[src/rtl/fce_pkg.sv]
// package for the field convergence error check
// constants, register indexes, mode codes and the controller/datapath command and status structs
// no dependencies
`default_nettype none
package fce_pkg;
	localparam int MAX_NODES = 4096;
	localparam int NODE_W = 13;
	localparam int DATA_W = 32;
	localparam int SUM_W = 64;

	// register indexes
	localparam logic [2:0] REG_MODE = 3'd0;
	localparam logic [2:0] REG_TEMP_MAX = 3'd1;
	localparam logic [2:0] REG_TEMP_MIN = 3'd2;
	localparam logic [2:0] REG_NODE_COUNT = 3'd3;
	localparam logic [2:0] REG_TOLERANCE = 3'd4;

	// mode codes
	localparam logic [2:0] MODE_MAX = 3'd0;
	localparam logic [2:0] MODE_NMAX = 3'd1;
	localparam logic [2:0] MODE_RMS = 3'd2;
	localparam logic [2:0] MODE_MEAN = 3'd3;
	localparam logic [2:0] MODE_NMEAN = 3'd4;

	// controller to datapath commands
	typedef struct packed {
		logic accum;      // fold the item into the accumulators
		logic fin_load;   // latch numerator and divisor, clear accumulators
		logic div_step;   // one restoring divide step
		logic sqrt_step;  // one square root step
		logic done;       // form the result and strobe it
	} fce_cmd_t;

	typedef struct packed {
		logic div_last;
		logic sqrt_last;
		logic need_sqrt;
	} fce_sts_t;
endpackage
`default_nettype wire

[src/rtl/fce_ctrl.sv]
// controller for the field convergence error check
// sequences accumulate, finish divide and square root; uses fce_pkg
`default_nettype none
module fce_ctrl (
	input wire logic clk,
	input wire logic arst_n,
	input wire logic start,
	input wire logic last_node,
	input wire fce_pkg::fce_sts_t sts,
	output logic busy,
	output fce_pkg::fce_cmd_t cmd
);
	import fce_pkg::*;

	localparam logic [2:0] ST_IDLE = 3'd0;
	localparam logic [2:0] ST_LOAD = 3'd1;
	localparam logic [2:0] ST_DIV = 3'd2;
	localparam logic [2:0] ST_SQRT = 3'd3;
	localparam logic [2:0] ST_DONE = 3'd4;

	logic [2:0] state_q;
	logic take;

	assign take = start && (state_q == ST_IDLE);
	assign busy = (state_q != ST_IDLE);

	// commands
	always_comb begin
		cmd = '0;
		cmd.accum = take;
		cmd.fin_load = (state_q == ST_LOAD);
		cmd.div_step = (state_q == ST_DIV);
		cmd.sqrt_step = (state_q == ST_SQRT);
		cmd.done = (state_q == ST_DONE);
	end

	// state register
	always_ff @(posedge clk or negedge arst_n) begin
		if (!arst_n) begin
			state_q <= ST_IDLE;
		end else begin
			unique case (state_q)
				ST_IDLE: if (take && last_node) state_q <= ST_LOAD;
				ST_LOAD: state_q <= ST_DIV;
				ST_DIV: if (sts.div_last) state_q <= sts.need_sqrt ? ST_SQRT : ST_DONE;
				ST_SQRT: if (sts.sqrt_last) state_q <= ST_DONE;
				ST_DONE: state_q <= ST_IDLE;
				default: state_q <= ST_IDLE;
			endcase
		end
	end
endmodule
`default_nettype wire

[src/rtl/fce_dp.sv]
// datapath for the field convergence error check
// accumulators, config registers, serial divider and square root; uses fce_pkg
`default_nettype none
module fce_dp (
	input wire logic clk,
	input wire logic arst_n,
	input wire fce_pkg::fce_cmd_t cmd,
	output fce_pkg::fce_sts_t sts,
	input wire logic cfg_valid,
	input wire logic [2:0] cfg_index,
	input wire logic [31:0] cfg_data,
	input wire logic signed [31:0] new_value,
	input wire logic signed [31:0] old_value,
	output logic [31:0] error_metric,
	output logic converged,
	output logic bad_divisor,
	output logic result_valid
);
	import fce_pkg::*;

	logic [2:0] mode_q;
	logic signed [31:0] temp_max_q, temp_min_q;
	logic [NODE_W-1:0] node_count_q;
	logic [31:0] tolerance_q;
	logic [31:0] rmax_q;
	logic [SUM_W-1:0] rsum_q;

	// configuration registers
	always_ff @(posedge clk or negedge arst_n) begin
		if (!arst_n) begin
			mode_q <= MODE_MAX;
			temp_max_q <= 32'sd65536;
			temp_min_q <= '0;
			node_count_q <= 13'd1;
			tolerance_q <= '0;
		end else if (cfg_valid) begin
			unique case (cfg_index)
				REG_MODE: mode_q <= cfg_data[2:0];
				REG_TEMP_MAX: temp_max_q <= cfg_data;
				REG_TEMP_MIN: temp_min_q <= cfg_data;
				REG_NODE_COUNT: node_count_q <= cfg_data[NODE_W-1:0];
				REG_TOLERANCE: tolerance_q <= cfg_data;
				default: ;
			endcase
		end
	end

	// difference and its magnitude
	logic signed [32:0] diff;
	logic [32:0] adiff;
	logic [31:0] ad32;
	logic [SUM_W-1:0] addend;
	logic [SUM_W:0] sum_ext;
	assign diff = 33'(new_value) - 33'(old_value);
	assign adiff = diff[32] ? 33'(-diff) : diff;
	assign ad32 = adiff[32] ? '1 : adiff[31:0];
	always_comb begin
		if (mode_q == MODE_RMS) addend = adiff[32] ? '1 : 64'(ad32) * 64'(ad32);
		else addend = 64'(adiff);
	end
	assign sum_ext = 65'(rsum_q) + 65'(addend);

	// effective mode, span and node count
	logic [2:0] m;
	logic signed [32:0] span;
	logic [31:0] span_u;
	logic [NODE_W-1:0] nodes;
	logic bad;
	assign m = (mode_q > MODE_NMEAN) ? MODE_MAX : mode_q;
	assign span = 33'(temp_max_q) - 33'(temp_min_q);
	assign span_u = (span > 0) ? span[31:0] : '0;
	assign nodes = (node_count_q > 13'(MAX_NODES)) ? 13'(MAX_NODES) : node_count_q;
	always_comb begin
		unique case (m)
			MODE_NMAX: bad = (span_u == '0);
			MODE_RMS, MODE_MEAN: bad = (nodes == '0);
			MODE_NMEAN: bad = (nodes == '0) || (span_u == '0);
			default: bad = 1'b0;
		endcase
	end

	// divider: numerator up to 80 bits (sum shifted by 16), quotient kept 80 bits
	localparam int NUM_W = 80;
	localparam int DEN_W = 45;
	logic [NUM_W-1:0] quo_q;
	logic [DEN_W:0] rem_q;
	logic [DEN_W-1:0] den_q;
	logic [6:0] cnt_q;
	logic [2:0] fm_q;
	logic bad_q;
	logic [DEN_W-1:0] den_sel;
	logic [NUM_W-1:0] num_sel;
	logic [DEN_W:0] rem_sh, rem_sub;

	always_comb begin
		unique case (m)
			MODE_NMAX: begin
				num_sel = NUM_W'({rmax_q, 16'h0000});
				den_sel = DEN_W'(span_u);
			end
			MODE_RMS, MODE_MEAN: begin
				num_sel = NUM_W'(rsum_q);
				den_sel = DEN_W'(nodes);
			end
			MODE_NMEAN: begin
				num_sel = {rsum_q, 16'h0000};
				den_sel = DEN_W'(span_u) * DEN_W'(nodes);
			end
			default: begin
				num_sel = NUM_W'(rmax_q);
				den_sel = DEN_W'(1);
			end
		endcase
		if (bad) den_sel = DEN_W'(1);
	end

	assign rem_sh = {rem_q[DEN_W-1:0], quo_q[NUM_W-1]};
	assign rem_sub = rem_sh - (DEN_W+1)'(den_q);

	// square root, two bits a step
	logic [SUM_W-1:0] sv_q;
	logic [SUM_W-1:0] sres_q;
	logic [SUM_W-1:0] sbit_q;
	logic [SUM_W-1:0] strial;
	assign strial = sres_q + sbit_q;

	assign sts.div_last = (cnt_q == 7'(NUM_W-1));
	assign sts.sqrt_last = (sbit_q[1:0] != 2'b00) || (sbit_q == '0);
	assign sts.need_sqrt = (fm_q == MODE_RMS) && !bad_q;

	// accumulators and serial units
	always_ff @(posedge clk or negedge arst_n) begin
		if (!arst_n) begin
			rmax_q <= '0;
			rsum_q <= '0;
			result_valid <= 1'b0;
		end else begin
			result_valid <= cmd.done;
			if (cmd.accum) begin
				if (ad32 > rmax_q) rmax_q <= ad32;
				rsum_q <= sum_ext[SUM_W] ? '1 : sum_ext[SUM_W-1:0];
			end
			if (cmd.fin_load) begin
				rmax_q <= '0;
				rsum_q <= '0;
			end
		end
	end

	always_ff @(posedge clk) begin
		if (cmd.fin_load) begin
			quo_q <= num_sel;
			den_q <= den_sel;
			rem_q <= '0;
			cnt_q <= '0;
			fm_q <= m;
			bad_q <= bad;
		end
		if (cmd.div_step) begin
			cnt_q <= cnt_q + 7'd1;
			if (rem_sh >= (DEN_W+1)'(den_q)) begin
				rem_q <= rem_sub;
				quo_q <= {quo_q[NUM_W-2:0], 1'b1};
			end else begin
				rem_q <= rem_sh;
				quo_q <= {quo_q[NUM_W-2:0], 1'b0};
			end
			sres_q <= '0;
			sbit_q <= 64'h4000_0000_0000_0000;
		end
		if (cmd.div_step && sts.div_last) begin
			sv_q <= {quo_q[SUM_W-2:0], (rem_sh >= (DEN_W+1)'(den_q))};
		end
		if (cmd.sqrt_step) begin
			if (sv_q >= strial) begin
				sv_q <= sv_q - strial;
				sres_q <= (sres_q >> 1) + sbit_q;
			end else begin
				sres_q <= sres_q >> 1;
			end
			sbit_q <= sbit_q >> 2;
		end
	end

	// result formation
	logic [31:0] metric;
	always_comb begin
		if (bad_q) metric = '0;
		else if (fm_q == MODE_RMS) metric = sres_q[31:0];
		else if (quo_q[NUM_W-1:32] != '0) metric = '1;
		else metric = quo_q[31:0];
	end

	always_ff @(posedge clk) begin
		if (cmd.done) begin
			error_metric <= metric;
			bad_divisor <= bad_q;
			converged <= !bad_q && (metric <= tolerance_q);
		end
	end
endmodule
`default_nettype wire

[src/rtl/field_convergence_error_check.sv]
// Field convergence error check, top level.
// Items: start/busy command channel carrying new_value, old_value, last_node.
// An item is taken when start is high and busy is low; an item with last_node
// low is folded into the running maximum and sum, so such items may follow
// each other every cycle.
// On the last item of a field the block goes busy: a load state, then a serial
// restoring divider (one quotient bit per cycle), then a square root unit in
// rms mode, and a done state to form the result. The result shows on
// error_metric, converged, bad_divisor with result_valid high for one cycle.
// Busy covers the load, divide, square root and done states, and the next item
// may be taken in the result cycle.
// The receiver cannot stall; results are never held.
// Configuration: cfg_valid/cfg_ready with cfg_index and cfg_data; cfg_ready is
// always high. Write only while idle.
// Reset (arst_n low) clears accumulators and loads default register values.
// Uses fce_pkg, fce_ctrl, fce_dp.
`default_nettype none
module field_convergence_error_check (
	input wire logic clk,
	input wire logic arst_n,
	input wire logic start,
	output logic busy,
	input wire logic signed [31:0] new_value,
	input wire logic signed [31:0] old_value,
	input wire logic last_node,
	input wire logic cfg_valid,
	output logic cfg_ready,
	input wire logic [2:0] cfg_index,
	input wire logic [31:0] cfg_data,
	output logic result_valid,
	output logic [31:0] error_metric,
	output logic converged,
	output logic bad_divisor
);
	import fce_pkg::*;

	fce_cmd_t cmd;
	fce_sts_t sts;

	assign cfg_ready = 1'b1;

	fce_ctrl u_ctrl (
		.clk(clk), .arst_n(arst_n), .start(start), .last_node(last_node),
		.sts(sts), .busy(busy), .cmd(cmd)
	);

	fce_dp u_dp (
		.clk(clk), .arst_n(arst_n), .cmd(cmd), .sts(sts),
		.cfg_valid(cfg_valid), .cfg_index(cfg_index), .cfg_data(cfg_data),
		.new_value(new_value), .old_value(old_value),
		.error_metric(error_metric), .converged(converged),
		.bad_divisor(bad_divisor), .result_valid(result_valid)
	);
endmodule
`default_nettype wire

[config.mk]
export PLATFORM = sky130hd
export DESIGN_NAME = field_convergence_error_check
export DESIGN_NICKNAME = d
export VERILOG_FILES = /design/src/rtl/fce_pkg.sv /design/src/rtl/fce_ctrl.sv /design/src/rtl/fce_dp.sv /design/src/rtl/field_convergence_error_check.sv
export SDC_FILE = /design/constraint.sdc
export NUM_CORES = 2
export LEC_CHECK = 0
export BUFFER_PORTS_ARGS = -buffer_cell sky130_fd_sc_hd__buf_2
export CAP_MARGIN = 10
export CORE_ASPECT_RATIO = 1.4
export CORE_MARGIN = 4
export CORE_UTILIZATION = 60
export CTS_BUF_LIST = sky130_fd_sc_hd__clkbuf_4
export CTS_CLUSTER_DIAMETER = 40
export DETAILED_ROUTE_END_ITERATION = 6
export HOLD_SLACK_MARGIN = 0.05
export PLACE_DENSITY_LB_ADDON = 0.2
export REMOVE_ABC_BUFFERS = 1
export SYNTH_ARGS = -nofsm -noshare
export SYNTH_HDL_FRONTEND = slang
export SYNTH_HIERARCHICAL = 1
export SYNTH_SLANG_ARGS = --single-unit
[constraint.sdc]
create_clock -name clk -period 23.5 [get_ports clk]
set_input_delay 5.875 -clock clk [delete_from_list [all_inputs] [get_ports clk]]
set_output_delay 5.875 -clock clk [all_outputs]
set_load 0.1 [all_outputs]
==> metrics.cfg <==
[run_status]
status=finished with violations
violations=design-rule violations

[synthesis]
synthAdderAreaFrac_pct=36.94
yosysWarnings=6
synthSimpleGateAreaFrac_pct=14.60
ys_ff_latch=587
synth-main-ff-cell=edfxtp_1
synth_edf_count=310
synth_area_mm2=0.08627
synth_xor_xnor_area_share_pct=4.812
synth_area_per_cell_um2=8.734
ys_seq_area_share_pct=18.45
synth_top_family_by_area=adder cells
async_reset_ff_share_pct=36.12
netlist_instances=9878
ys_types=104
synthMuxAreaShare_pct=2.190
synth-compound-area-share_pct=14.07

[clock_network]
clk-insertion-delay-late_ps=1140
ctsResizeCount=0
cts_buffers=155
hold_buffers=0
cts_tree=done
post_cts_buffers=0
clk_pin_slew_worst_paths_ps=70
clock_path_buffers=3
cts_sinks=587
cts-root-buf=clkbuf_4
cts_htree_levels=4

[critical_path]
worstSetupPathType=input pin to flop
path_buf_inv=9
start_kind=input pin
slowest_delay_ps=970
worst_setup_path_end_kind=flop
cp_slowest_cell=o211ai_1
path_common_cell=fa_1
required_ps=24400
crit_fanout=43
critPathTopFamily=compound AO/OA/AOI/OAI gates
worstPathArrival_ps=22700

[routing]
dr.pass1.iters=7
drtAntennaViolNets=0
via_count=74030
wl_um=304400
vias_per_cell=6.176
drtIter0Drc=6697
wl_per_cell_um=25.40
drc_errors=1

[timing]
fin_tns_setup_ps=0
finalHoldViolCount=0
final_max_slew_viol_count=0
setup_viol=0
rsz0062_at_grt=no
fin_skew_ps=99.61
setup_slack_ps=1705
post-route-min-period_ps=21800
finalCritPeriodShare_pct=92.75
max-slew-margin-rel_pct=7.445
max_freq_ghz=0.04588
worst_slew_pin_slew_ps=1378

[global_routing]
grt_max_degree=146
antenna_found_initial=17
grt_pass1_wl_um=456800
overflow=0
grt_pass1_vias=76720
grtUsageTotal_pct=40.45

[layout]
final_common_cell=inv_1
fillers=12470
seq_area_mm2=0.01592
mostFrequentLayoutCells=inv_1 (1,579), fa_1 (1,127), nor2_1 (1,011)
drive_gt1_share_pct=7.573
final_nets=11910
multi_input_area_mm2=0.06281
area_growth_syn_to_layout_pct=5.935

[placed_design]
io_buffers=139
pre_cts_slack_ps=1205
gp_congestion=1.112
dpl.hpwl_um=242200

[floorplan]
io_pins=141
die_area_mm2=0.1500
coreArea_mm2=0.1428
die_w_um=328.5
rows=164
die_h_um=456.7
start_util_pct=60.41

[min_path]
hp-class=flop to flop

[flow_run]
drv_cap=0

[worst paths after layout]
path,start,to,slack (ps),depth (start not counted)
min reg2reg,u_ctrl/state_q[2]$_DFFE_PN0P_,u_ctrl/state_q[1]$_DFFE_PN0P_,510,1
max in group asynchronous,arst_n,u_dp/rmax_q[12]$_DFFE_PN0P_,16370,3
max,new_value[0],u_dp/rsum_q[12]$_DFFE_PN0P_,1700,49
min,u_ctrl/state_q[2]$_DFFE_PN0P_,u_ctrl/state_q[1]$_DFFE_PN0P_,510,1
max reg2reg,u_dp/temp_max_q[0]$_DFFE_PN0P_,u_dp/den_q[44]$_SDFFCE_PP0P_,11080,37
min in group asynchronous,arst_n,u_ctrl/state_q[0]$_DFFE_PN0P_,4730,1
[synthesized netlist by cell type, types with 15 or more instances]
| cell type | number | area (um^2) |
|---|---|---|
| a211o_1 | 15 | 131.4 |
| a211oi_1 | 155 | 1164 |
| a21boi_0 | 16 | 120.1 |
| a21o_1 | 215 | 1614 |
| a21oi_1 | 490 | 2452 |
| a221oi_1 | 16 | 140.1 |
| a22oi_1 | 67 | 503.0 |
| a31o_2 | 25 | 219.0 |
| a31oi_1 | 111 | 694.4 |
| and2_1 | 84 | 525.5 |
| and3_1 | 75 | 469.2 |
| and4_1 | 17 | 148.9 |
| buf_1 | 29 | 108.9 |
| buf_2 | 38 | 190.2 |
| clkbuf_1 | 341 | 1280 |
| dfrtp_1 | 210 | 5255 |
| dfxtp_1 | 65 | 1301 |
| edfxtp_1 | 310 | 9309 |
| fa_1 | 1127 | 22560 |
| ha_1 | 744 | 9309 |
| inv_1 | 1580 | 5931 |
| mux2_2 | 62 | 698.2 |
| mux2i_1 | 119 | 1191 |
| nand2_1 | 1013 | 3802 |
| nand2b_1 | 61 | 381.6 |
| nand3_1 | 104 | 520.5 |
| nand4_1 | 78 | 488.0 |
| nor2_1 | 1019 | 3825 |
| nor2b_1 | 98 | 613.1 |
| nor3_1 | 139 | 695.7 |
| nor4_1 | 32 | 200.2 |
| o211ai_1 | 38 | 285.3 |
| o21a_1 | 65 | 488.0 |
| o21ai_0 | 443 | 2217 |
| o21bai_1 | 72 | 540.5 |
| o31ai_1 | 30 | 225.2 |
| or2_2 | 29 | 181.4 |
| or3_1 | 36 | 225.2 |
| xnor2_1 | 258 | 2260 |
| xor2_1 | 216 | 1892 |
[cell type report]
type / count / share of cell area (%)
multi-input cells: 7272 / 68.72
clock inverters: 63 / 0.5120
flip-flops and latches: 587 / 17.42
repair buffers: 324 / 2.329
inverters: 1596 / 6.555
diodes: 16 / 0.04381
well taps: 1909 / 2.614
clock buffers: 220 / 1.807
[registers in the layout (all words and copies together) (netlist names), 3 cells and up]
name / cells
u_dp/node_count_q: 13
u_ctrl/state_q: 3
u_dp/fm_q: 3
u_dp/tolerance_q: 32
u_dp/sres_q: 64
u_dp/temp_max_q: 32
u_dp/error_metric: 32
u_dp/sv_q: 64
u_dp/den_q: 45
u_dp/sbit_q: 32
u_dp/mode_q: 3
u_dp/quo_q: 80
u_dp/cnt_q: 7
u_dp/rmax_q: 32
u_dp/temp_min_q: 32
u_dp/rsum_q: 64
u_dp/rem_q: 45
[routing by layer]
| layer | global-route usage (%) | part of all wire [%] | vias up |
|---|---|---|---|
| met4 | 32.54 | 10 | 8 |
| met5 | 0 | 0.018 | - |
| met1 | 45.78 | 35 | 36350 |
| li1 | - | - | 32700 |
| met2 | 65.89 | 46 | 3720 |
| met3 | 8.748 | 8.9 | 1243 |
[metrics by stage]
stage	hold slack [ps]	area [um^2]	instances	utilization (%)
2_1_floorplan	454.6	84560	9455	-
3_3_place_gp	489.8	89200	11690	62.46
3_5_place_dp	502.0	89200	11690	62.46
4_1_cts	507.8	91320	11970	63.94
5_1_grt	528.3	91370	11980	63.98
6_report	505.9	91390	11990	63.99
[cell families after synthesis]
kind of cell    Yosys count
fa+ha+maj              1871
simple gates           2843
compound gates         1902
other cells               1
xor+xnor                474
mux                     181
flops                   587
buf+inv                2019
Power is left out: the tool's default activity adds up to more than one toggle a clock period on the data nets, which glitch-free logic cannot reach.
